**src/sv/flow_priority_queue_defines.svh**
```systemverilog
// assertion macros shared by the flow priority queue modules
// needs clk_i and rst_ni in the scope of each use
`ifndef FLOW_PRIORITY_QUEUE_DEFINES_SVH
`define FLOW_PRIORITY_QUEUE_DEFINES_SVH

// checked only while out of reset
`define FPQ_ASSERT(label, prop, msg) \
  label: assert property (@(posedge clk_i) disable iff (!rst_ni) prop) else $error(msg);

// checked at every edge, reset included
`define FPQ_ASSERT_ALWAYS(label, prop, msg) \
  label: assert property (@(posedge clk_i) prop) else $error(msg);

`endif

```
**src/sv/fpq_pkg.sv**
```systemverilog
// types, codes and the ordering rule of the flow priority queue
// no dependencies
`timescale 1ns / 1ps

package fpq_pkg;

  // result status codes
  typedef enum logic [1:0] {
    ST_DONE  = 2'd0,
    ST_EMPTY = 2'd1,
    ST_DROP  = 2'd2
  } status_e;

  // one flow record, flow_id in the lowest bits
  typedef struct packed {
    logic [7:0]  priority_req;
    logic [15:0] transmit_time;
    logic [15:0] arrival_time;
    logic [7:0]  flow_id;
  } rec_t;

  // what a cell shows its neighbors
  typedef struct packed {
    logic valid;
    logic ins;
    rec_t rec;
  } link_t;

  // one result beat
  typedef struct packed {
    status_e status;
    logic    full;
    logic    empty;
    rec_t    rec;
  } res_t;

  // true when a must leave strictly before b
  function automatic logic ranks_before(rec_t a, rec_t b);
    return {a.priority_req, a.arrival_time, a.transmit_time}
         < {b.priority_req, b.arrival_time, b.transmit_time};
  endfunction

endpackage

```
**src/sv/fpq_cell.sv**
```systemverilog
// one slot of the sorted shift chain
// depends on fpq_pkg
`timescale 1ns / 1ps

module fpq_cell import fpq_pkg::*; (
  input  logic  clk_i,
  input  logic  rst_ni,
  input  logic  push_i,
  input  logic  pop_i,
  input  rec_t  new_rec_i,
  input  link_t left_i,
  input  link_t right_i,
  output link_t link_o
);

  logic valid_q, valid_d;
  rec_t rec_q, rec_d;
  logic ins;

  // the new record belongs at or before this slot
  assign ins = !valid_q || ranks_before(new_rec_i, rec_q);

  // shift right on insert, shift left on pop
  always_comb begin
    valid_d = valid_q;
    rec_d   = rec_q;
    if (push_i && ins) begin
      if (left_i.ins) begin
        valid_d = left_i.valid;
        rec_d   = left_i.rec;
      end else begin
        valid_d = 1'b1;
        rec_d   = new_rec_i;
      end
    end else if (pop_i) begin
      valid_d = right_i.valid;
      rec_d   = right_i.rec;
    end
  end

  always_ff @(posedge clk_i or negedge rst_ni) begin
    if (!rst_ni) begin
      valid_q <= 1'b0;
    end else begin
      valid_q <= valid_d;
    end
  end

  always_ff @(posedge clk_i) begin
    rec_q <= rec_d;
  end

  assign link_o.valid = valid_q;
  assign link_o.ins   = ins;
  assign link_o.rec   = rec_q;

endmodule

```
**src/sv/fpq_out_buf.sv**
```systemverilog
// two-beat result buffer between the queue and the master port
// depends on fpq_pkg and flow_priority_queue_defines.svh
`timescale 1ns / 1ps

`include "flow_priority_queue_defines.svh"

module fpq_out_buf import fpq_pkg::*; (
  input  logic clk_i,
  input  logic rst_ni,
  input  logic wr_valid_i,
  output logic wr_ready_o,
  input  res_t wr_data_i,
  output logic rd_valid_o,
  input  logic rd_ready_i,
  output res_t rd_data_o
);

  logic [1:0] cnt_q, cnt_d;
  res_t       head_q, head_d;
  res_t       tail_q, tail_d;
  logic       wr, rd;

  assign wr_ready_o = (cnt_q != 2'd2);
  assign rd_valid_o = (cnt_q != 2'd0);
  assign rd_data_o  = head_q;
  assign wr = wr_valid_i && wr_ready_o;
  assign rd = rd_valid_o && rd_ready_i;

  // head is the oldest beat, tail the one behind it
  always_comb begin
    head_d = head_q;
    tail_d = tail_q;
    case (cnt_q)
      2'd0: begin
        if (wr) head_d = wr_data_i;
      end
      2'd1: begin
        if (wr && rd) head_d = wr_data_i;
        else if (wr) tail_d = wr_data_i;
      end
      2'd2: begin
        if (rd) head_d = tail_q;
      end
      default: begin
        head_d = head_q;
      end
    endcase
    cnt_d = cnt_q + {1'b0, wr} - {1'b0, rd};
  end

  always_ff @(posedge clk_i or negedge rst_ni) begin
    if (!rst_ni) begin
      cnt_q <= 2'd0;
    end else begin
      cnt_q <= cnt_d;
    end
  end

  always_ff @(posedge clk_i) begin
    head_q <= head_d;
    tail_q <= tail_d;
  end

  `FPQ_ASSERT(a_cnt_range, cnt_q != 2'd3, "result buffer count out of range")
  `FPQ_ASSERT_ALWAYS(a_cnt_reset, !rst_ni |-> cnt_q == 2'd0, "buffer not empty in reset")
  `FPQ_ASSERT(a_full_hold, (cnt_q == 2'd2 && !rd_ready_i) |=> cnt_q == 2'd2,
    "full buffer lost a beat while stalled")

endmodule

```
**src/sv/flow_priority_queue.sv**
```systemverilog
// flow priority queue: insert a flow record in sorted order, or pop the best one
// Slave channel: s_axis_tuser selects push (0) or pop (1); tdata carries the record.
// Master channel: one result beat per accepted item, in order. tuser is the status
// (done, pop on empty, push dropped because full); tdata carries the popped record
// (zero for pushes and failed pops) and the empty and full flags after the item.
// The records sit in a chain of DEPTH cells, best first. On a push every cell compares
// its record with the new one at once and the chain shifts right from the insert
// point; on a pop it shifts left. One item is taken each cycle while s_axis_tready is
// high, so the rate is one item per cycle, set by the single compare in each cell.
// A result is registered in the result buffer before it shows on the master port.
// A two-beat buffer holds results; while the receiver stalls, up to two results
// wait there, and s_axis_tready falls once both are held.
// Reset clears the cell valid bits and the result buffer: the queue comes up empty
// and ready at once, with no clearing pass.
// depends on fpq_pkg, fpq_cell, fpq_out_buf and flow_priority_queue_defines.svh
`timescale 1ns / 1ps

`include "flow_priority_queue_defines.svh"

module flow_priority_queue import fpq_pkg::*; #(
  parameter int DEPTH = 16
) (
  input  logic        clk_i,
  input  logic        rst_ni,
  input  logic        s_axis_tvalid,
  output logic        s_axis_tready,
  // flow_id[7:0], arrival_time[23:8], transmit_time[39:24], priority_req[47:40]
  input  logic [47:0] s_axis_tdata,
  // mode[0]
  input  logic        s_axis_tuser,
  output logic        m_axis_tvalid,
  input  logic        m_axis_tready,
  // out_flow_id[7:0], out_arrival_time[23:8], out_transmit_time[39:24],
  // out_priority[47:40], queue_empty[48], queue_full[49], zero pad[55:50]
  output logic [55:0] m_axis_tdata,
  // status[1:0]
  output logic [1:0]  m_axis_tuser
);

  link_t            link [DEPTH];
  logic [DEPTH-1:0] valid_vec;
  rec_t             new_rec;
  logic             take, is_pop, full, empty, push_ok, pop_ok;
  res_t             res, out_res;

  assign new_rec = rec_t'(s_axis_tdata);
  assign take    = s_axis_tvalid && s_axis_tready;
  assign is_pop  = s_axis_tuser;
  assign full    = link[DEPTH-1].valid;
  assign empty   = !link[0].valid;
  assign push_ok = take && !is_pop && !full;
  assign pop_ok  = take && is_pop && !empty;

  // chain of cells, best record in cell 0
  for (genvar k = 0; k < DEPTH; k++) begin : g_cell
    link_t left, right;
    if (k == 0) begin : g_first
      assign left = '{valid: 1'b0, ins: 1'b0, rec: new_rec};
    end else begin : g_mid_l
      assign left = link[k-1];
    end
    if (k == DEPTH - 1) begin : g_last
      assign right = '{valid: 1'b0, ins: 1'b0, rec: link[k].rec};
    end else begin : g_mid_r
      assign right = link[k+1];
    end
    fpq_cell u_cell (
      .clk_i     (clk_i),
      .rst_ni    (rst_ni),
      .push_i    (push_ok),
      .pop_i     (pop_ok),
      .new_rec_i (new_rec),
      .left_i    (left),
      .right_i   (right),
      .link_o    (link[k])
    );
    assign valid_vec[k] = link[k].valid;
  end

  // result of the item at the slave port
  always_comb begin
    res.rec    = '0;
    res.status = ST_DONE;
    res.empty  = empty;
    res.full   = full;
    if (is_pop) begin
      if (empty) begin
        res.status = ST_EMPTY;
      end else begin
        res.rec   = link[0].rec;
        res.empty = !link[1].valid;
        res.full  = 1'b0;
      end
    end else begin
      if (full) begin
        res.status = ST_DROP;
      end else begin
        res.empty = 1'b0;
        res.full  = link[DEPTH-2].valid;
      end
    end
  end

  fpq_out_buf u_out_buf (
    .clk_i      (clk_i),
    .rst_ni     (rst_ni),
    .wr_valid_i (s_axis_tvalid),
    .wr_ready_o (s_axis_tready),
    .wr_data_i  (res),
    .rd_valid_o (m_axis_tvalid),
    .rd_ready_i (m_axis_tready),
    .rd_data_o  (out_res)
  );

  assign m_axis_tdata = {6'd0, out_res.full, out_res.empty, out_res.rec};
  assign m_axis_tuser = out_res.status;

  `FPQ_ASSERT(a_valid_packed, $onehot({1'b0, valid_vec} + {{DEPTH{1'b0}}, 1'b1}),
    "valid cells are not a packed run from cell 0")
  `FPQ_ASSERT(a_push_grows, push_ok |=> $countones(valid_vec) == $past($countones(valid_vec)) + 1,
    "accepted push did not add one record")
  `FPQ_ASSERT(a_head_sorted, link[1].valid |-> !ranks_before(link[1].rec, link[0].rec),
    "second record ranks before the head")

endmodule
```
**config.mk**
```make
export PLATFORM = sky130hd
export DESIGN_NAME = flow_priority_queue
export DESIGN_NICKNAME = d
export VERILOG_FILES = /design/src/sv/fpq_pkg.sv /design/src/sv/fpq_cell.sv /design/src/sv/fpq_out_buf.sv /design/src/sv/flow_priority_queue.sv
export VERILOG_INCLUDE_DIRS = /design/src /design/src/sv
export SDC_FILE = /design/constraint.sdc
export NUM_CORES = 2
export LEC_CHECK = 0
export ABC_CLOCK_PERIOD_IN_PS = 9400
export BUFFER_PORTS_ARGS = -buffer_cell sky130_fd_sc_hd__buf_4
export CORE_ASPECT_RATIO = 0.75
export CORE_MARGIN = 4
export CORE_UTILIZATION = 30
export CTS_CLUSTER_DIAMETER = 30
export CTS_CLUSTER_SIZE = 16
export DETAILED_ROUTE_END_ITERATION = 6
export SYNTH_ARGS = -nofsm -noshare
export SYNTH_HDL_FRONTEND = slang
export SYNTH_SLANG_ARGS = --single-unit
export TNS_END_PERCENT = 5
```
**constraint.sdc**
```tcl
create_clock -name clk_i -period 9.4 [get_ports clk_i]
set_input_delay 1.88 -clock clk_i [delete_from_list [all_inputs] [get_ports clk_i]]
set_output_delay 1.88 -clock clk_i [all_outputs]
set_load 0.01 [all_outputs]
```
==> results <==
- Setup slack on the worst reg-to-reg path comes out at 4130 ps.
- The type of the tightest min-delay check is flop to flop.
- The reported max-cap violation count is 0.
- The number of optimization iterations in the first detailed-route pass is 6.
- The master cell of the clock root buffer is clkbuf_16.
- The number of endpoints with negative hold slack in the final report is 0.
- Traced cell by cell, the critical path runs through buf_4 -> ha_1 -> a21oi_1 -> nor2b_1 -> o21ai_0 -> a31oi_1 -> o21ai_4 -> buf_4 -> nand2_2 -> nand2_4.
- Setup repair after global routing left no endpoint under its margin.
- The average routed wire per standard cell is between 20 and 25 um.
- The number of antenna violations at the first check in global routing is 10.
- The run finished with clean final reports.
- The startpoint identified for the worst register-to-register timing path is g_cell[2].u_cell.link_o[33].
- The most frequently used flop master after synthesis is edfxtp_1.
- In the layout the commonest cells are 872 x edfxtp_1, 685 x mux2i_1, 608 x inv_1.
- After the last flow step, the layout net total stands at 6398.
- The synthesized area per cell is 10.3 um2.
- Static timing analysis puts the maximum clock frequency at 0.158 GHz.
- The startpoint of the most critical setup path is s_axis_tdata[33].
- For this block, wires on met1 add up to 90.1 mm.
- The portion of the post-synthesis area used by sequential elements is 0.446.
- The total core area is between 150000 and 200000 um2.
- The most frequent standard cell in the layout excluding fill and tap cells is edfxtp_1.
- After the first detailed-routing iteration, the DRC count stood at 4465.
- The worst setup path is launched from an input pin.
- The slew at the pin closest to its max-slew limit is 1270 ps.
- The gate count of the mapped netlist is 5807.
- The number of placed I/O pins is 113.
- The post-synthesis cell type count is 72.
- The number of design rule violations left after detail routing is 0.
- The total number of H-tree levels is 4.
- For this block, the routed nets add up to 181 mm of wire.
- The headroom to the max-slew limit is 0.144.
- The number of buffers added for setup after CTS is 0.
- Entering global routing, the biggest net connects 97 pins.
- The required time reported for the critical path endpoint is 9790 ps.
- The final antenna-violating net count is 0.
- The first-pass GRT wire length is around 280 mm.
- The tightest hold margin is 522 ps.
- The startpoint identified for the worst hold timing path is g_cell[15].u_cell.link_o[15].
- Of all nets on the critical path, the largest fanout is 49.
- The number of clock buffers added by TritonCTS is 156.
- Of the cells placed in the final design, the portion with a size suffix greater than 1 is 0.116.
- Dividing the final minimum period by the clock period gives 0.674.
- The number of enable-type register cells in the synthesized netlist is 872.
- For this run, the slowest stage of the critical path takes approximately 890 ps.
- The cell area that synthesis handed to floorplanning was 59700 um2.
- The final number of max-transition violations is 0.
- TritonCTS built the clock tree.
- The number of global-route vias before repair was between 40000 and 50000.
- Row generation in the floorplan step produced 141 rows.
- STA classifies the critical path endpoint as a flop.
- The worst-case clock buffer depth is 3.
- The setup path with the least slack is of type input pin to flop.
- The half-perimeter wire length after placement is between 100 and 150 mm.
- The weighted congestion reported at the end of routability-driven placement is 0.881.
- The endpoint identified for the worst register-to-register timing path is g_cell[2].u_cell.link_o[9].
- Across the VDD grid, the largest voltage drop is 0.179 mV.
- The area added between synthesis and finish is 14.5%.
- The number of buffer cells added on primary ports is 106.
- After detailed routing, no signal wire sits above met5.
- The die covers 206000 um2.
- Setup violations remaining at the end of the flow were counted as 0.
- The power density over the cells is 170 nW/um2.
- The die height is 394 um.
- The residual overflow from global routing is 0.
- The overall via count from detail_route is 45200.
- Summed over all nets, wire length on met2 after detailed routing comes to 72.1 mm.
- The met3 wirelength from detailed routing is between 15 and 20 mm.
- The number of gates resized after cts is 0.
- The final instance area is 68300 um2.
- The count of state elements after synthesis is 890.
- The count of clock tree sinks is 890.
- The setup clock skew after layout is 31.1 ps.
- In the global route stage, overall resource usage came out at 0.171.
- At the worst endpoint, the arrival time is 6730 ps.
- The width of the die is 523 um.
- The most repeated library cell on the critical path is buf_4.
- The timing endpoint of the critical path is g_cell[2].u_cell.link_o[9].
- The worst reg-to-reg path cell count is 10.
- Subtracting the final worst setup slack from the clock period gives 6340 ps.
- After detailed placement, the total cell area comes to between 60000 and 70000 um2.
- The count of warnings emitted by yosys is 0.
- Total power for the finished layout comes to 11600 uW.
- The starting density of the core is 0.302.
- The clock transition at the registers of the reported paths is 50 ps.
- The hold buffer count at CTS is 0.
- Of all flip-flops after synthesis, the portion carrying an async set or reset was 0.0202.
- The setup TNS is 0 ps.
- The clock reaches the later pin of the worst-skew pair after 780 ps.
- The leakage power figure is 0.0325 uW.
- The cell with the largest stage delay on the worst path is nand2_4.
- The detail-routed via count per cell is between 5 and 6.
## layout make-up
class,instances,area [um2]
Fill cell,19700,129000
Clock buffer,173,4040
Clock inverter,112,1400
Sequential cell,890,26600
Timing Repair Buffer,176,1330
Tap cell,2645,3310
Multi-Input combinational cell,3921,29300
Inverter,610,2290
Antenna cell,1,2.50
## power by group
group          switching (uW)  total (uW)  internal (uW)  leakage (uW)
clock network            2150        5980           3840       0.00262
registers                61.7        4630           4570       0.00601
logic                     609         991            382        0.0239
## routing by layer
| metal | vias up | global-route usage |
|---|---|---|
| met5 | - | 0 |
| met4 | 6 | 0.0389 |
| met3 | 196 | 0.0409 |
| met2 | 1571 | 0.234 |
| met1 | 22400 | 0.267 |
| li1 | 21000 | - |
## synthesized netlist by cell type, types with 45 or more instances
master    instances  area [um2]
edfxtp_1        872       26200
mux2i_1         685        6860
inv_1           608        2280
a21oi_1         602        3010
ha_1            590        7380
nand2_1         545        2050
o21ai_0         411        2060
clkbuf_1        248         931
nor2_1          218         818
mux2_2          177        1990
a21o_1          110         826
and3_1           97         607
buf_2            90         450
nand4_1          88         551
a211oi_1         70         526
a22oi_1          45         338
## how the worst min path moves through the flow
| stage | to | cells after the start | slack, ps |
|---|---|---|---|
| detailed placement | g_cell[14].u_cell.link_o[37] | 2 | 510 |
| CTS | g_cell[14].u_cell.link_o[37] | 2 | 520 |
| finish | g_cell[14].u_cell.link_o[15] | 2 | 520 |
| floorplan | u_out_buf.cnt_q[1] | 1 | 470 |
| global route | u_out_buf.cnt_q[1] | 1 | 550 |
| global placement | u_out_buf.cnt_q[1] | 1 | 490 |
## registers in the layout, indices dropped and copies added (netlist names)
| register | cells |
|---|---|
| g_cell.u_cell.valid_q | 16 |
| u_out_buf.cnt_q | 2 |
| u_out_buf.rd_data_o | 52 |
| u_out_buf.tail_q | 52 |
| g_cell.u_cell.link_o | 768 |
## logic make-up (layout without fill, tap and decap cells)
group | count (synthesis) | after routing | synth area share
compound gates | 1367 | 1367 | 0.130
simple gates | 1086 | 1086 | 0.0813
buf+inv | 1001 | 1071 | 0.0680
flops | 890 | 890 | 0.446
mux | 870 | 870 | 0.150
fa+ha+maj | 590 | 590 | 0.124
xor+xnor | 2 | 2 | 0.000294
other cells | 1 | 7 | 0.0000628
## worst max-delay path: cells and delay by family
| family | cells | cell delay (ps) |
|---|---|---|
| AOI/OAI and AO/OA | 4 | 1540 |
| and+or+nand+nor | 3 | 1660 |
| buffers and inverters | 2 | 1170 |
| adders and majority gates | 1 | 340 |
## per-stage QoR
| step | cells | util | setup WS [ps] |
|---|---|---|---|
| detailed placement | 8241 | 0.318 | 2620 |
| global route | 8528 | 0.346 | 2950 |
| floorplan | 5812 | - | 1960 |
| global placement | 8241 | 0.318 | 2710 |
| CTS | 8526 | 0.346 | 3410 |
| finish | 8528 | 0.346 | 3060 |
Power figures use the tool's default switching activity.
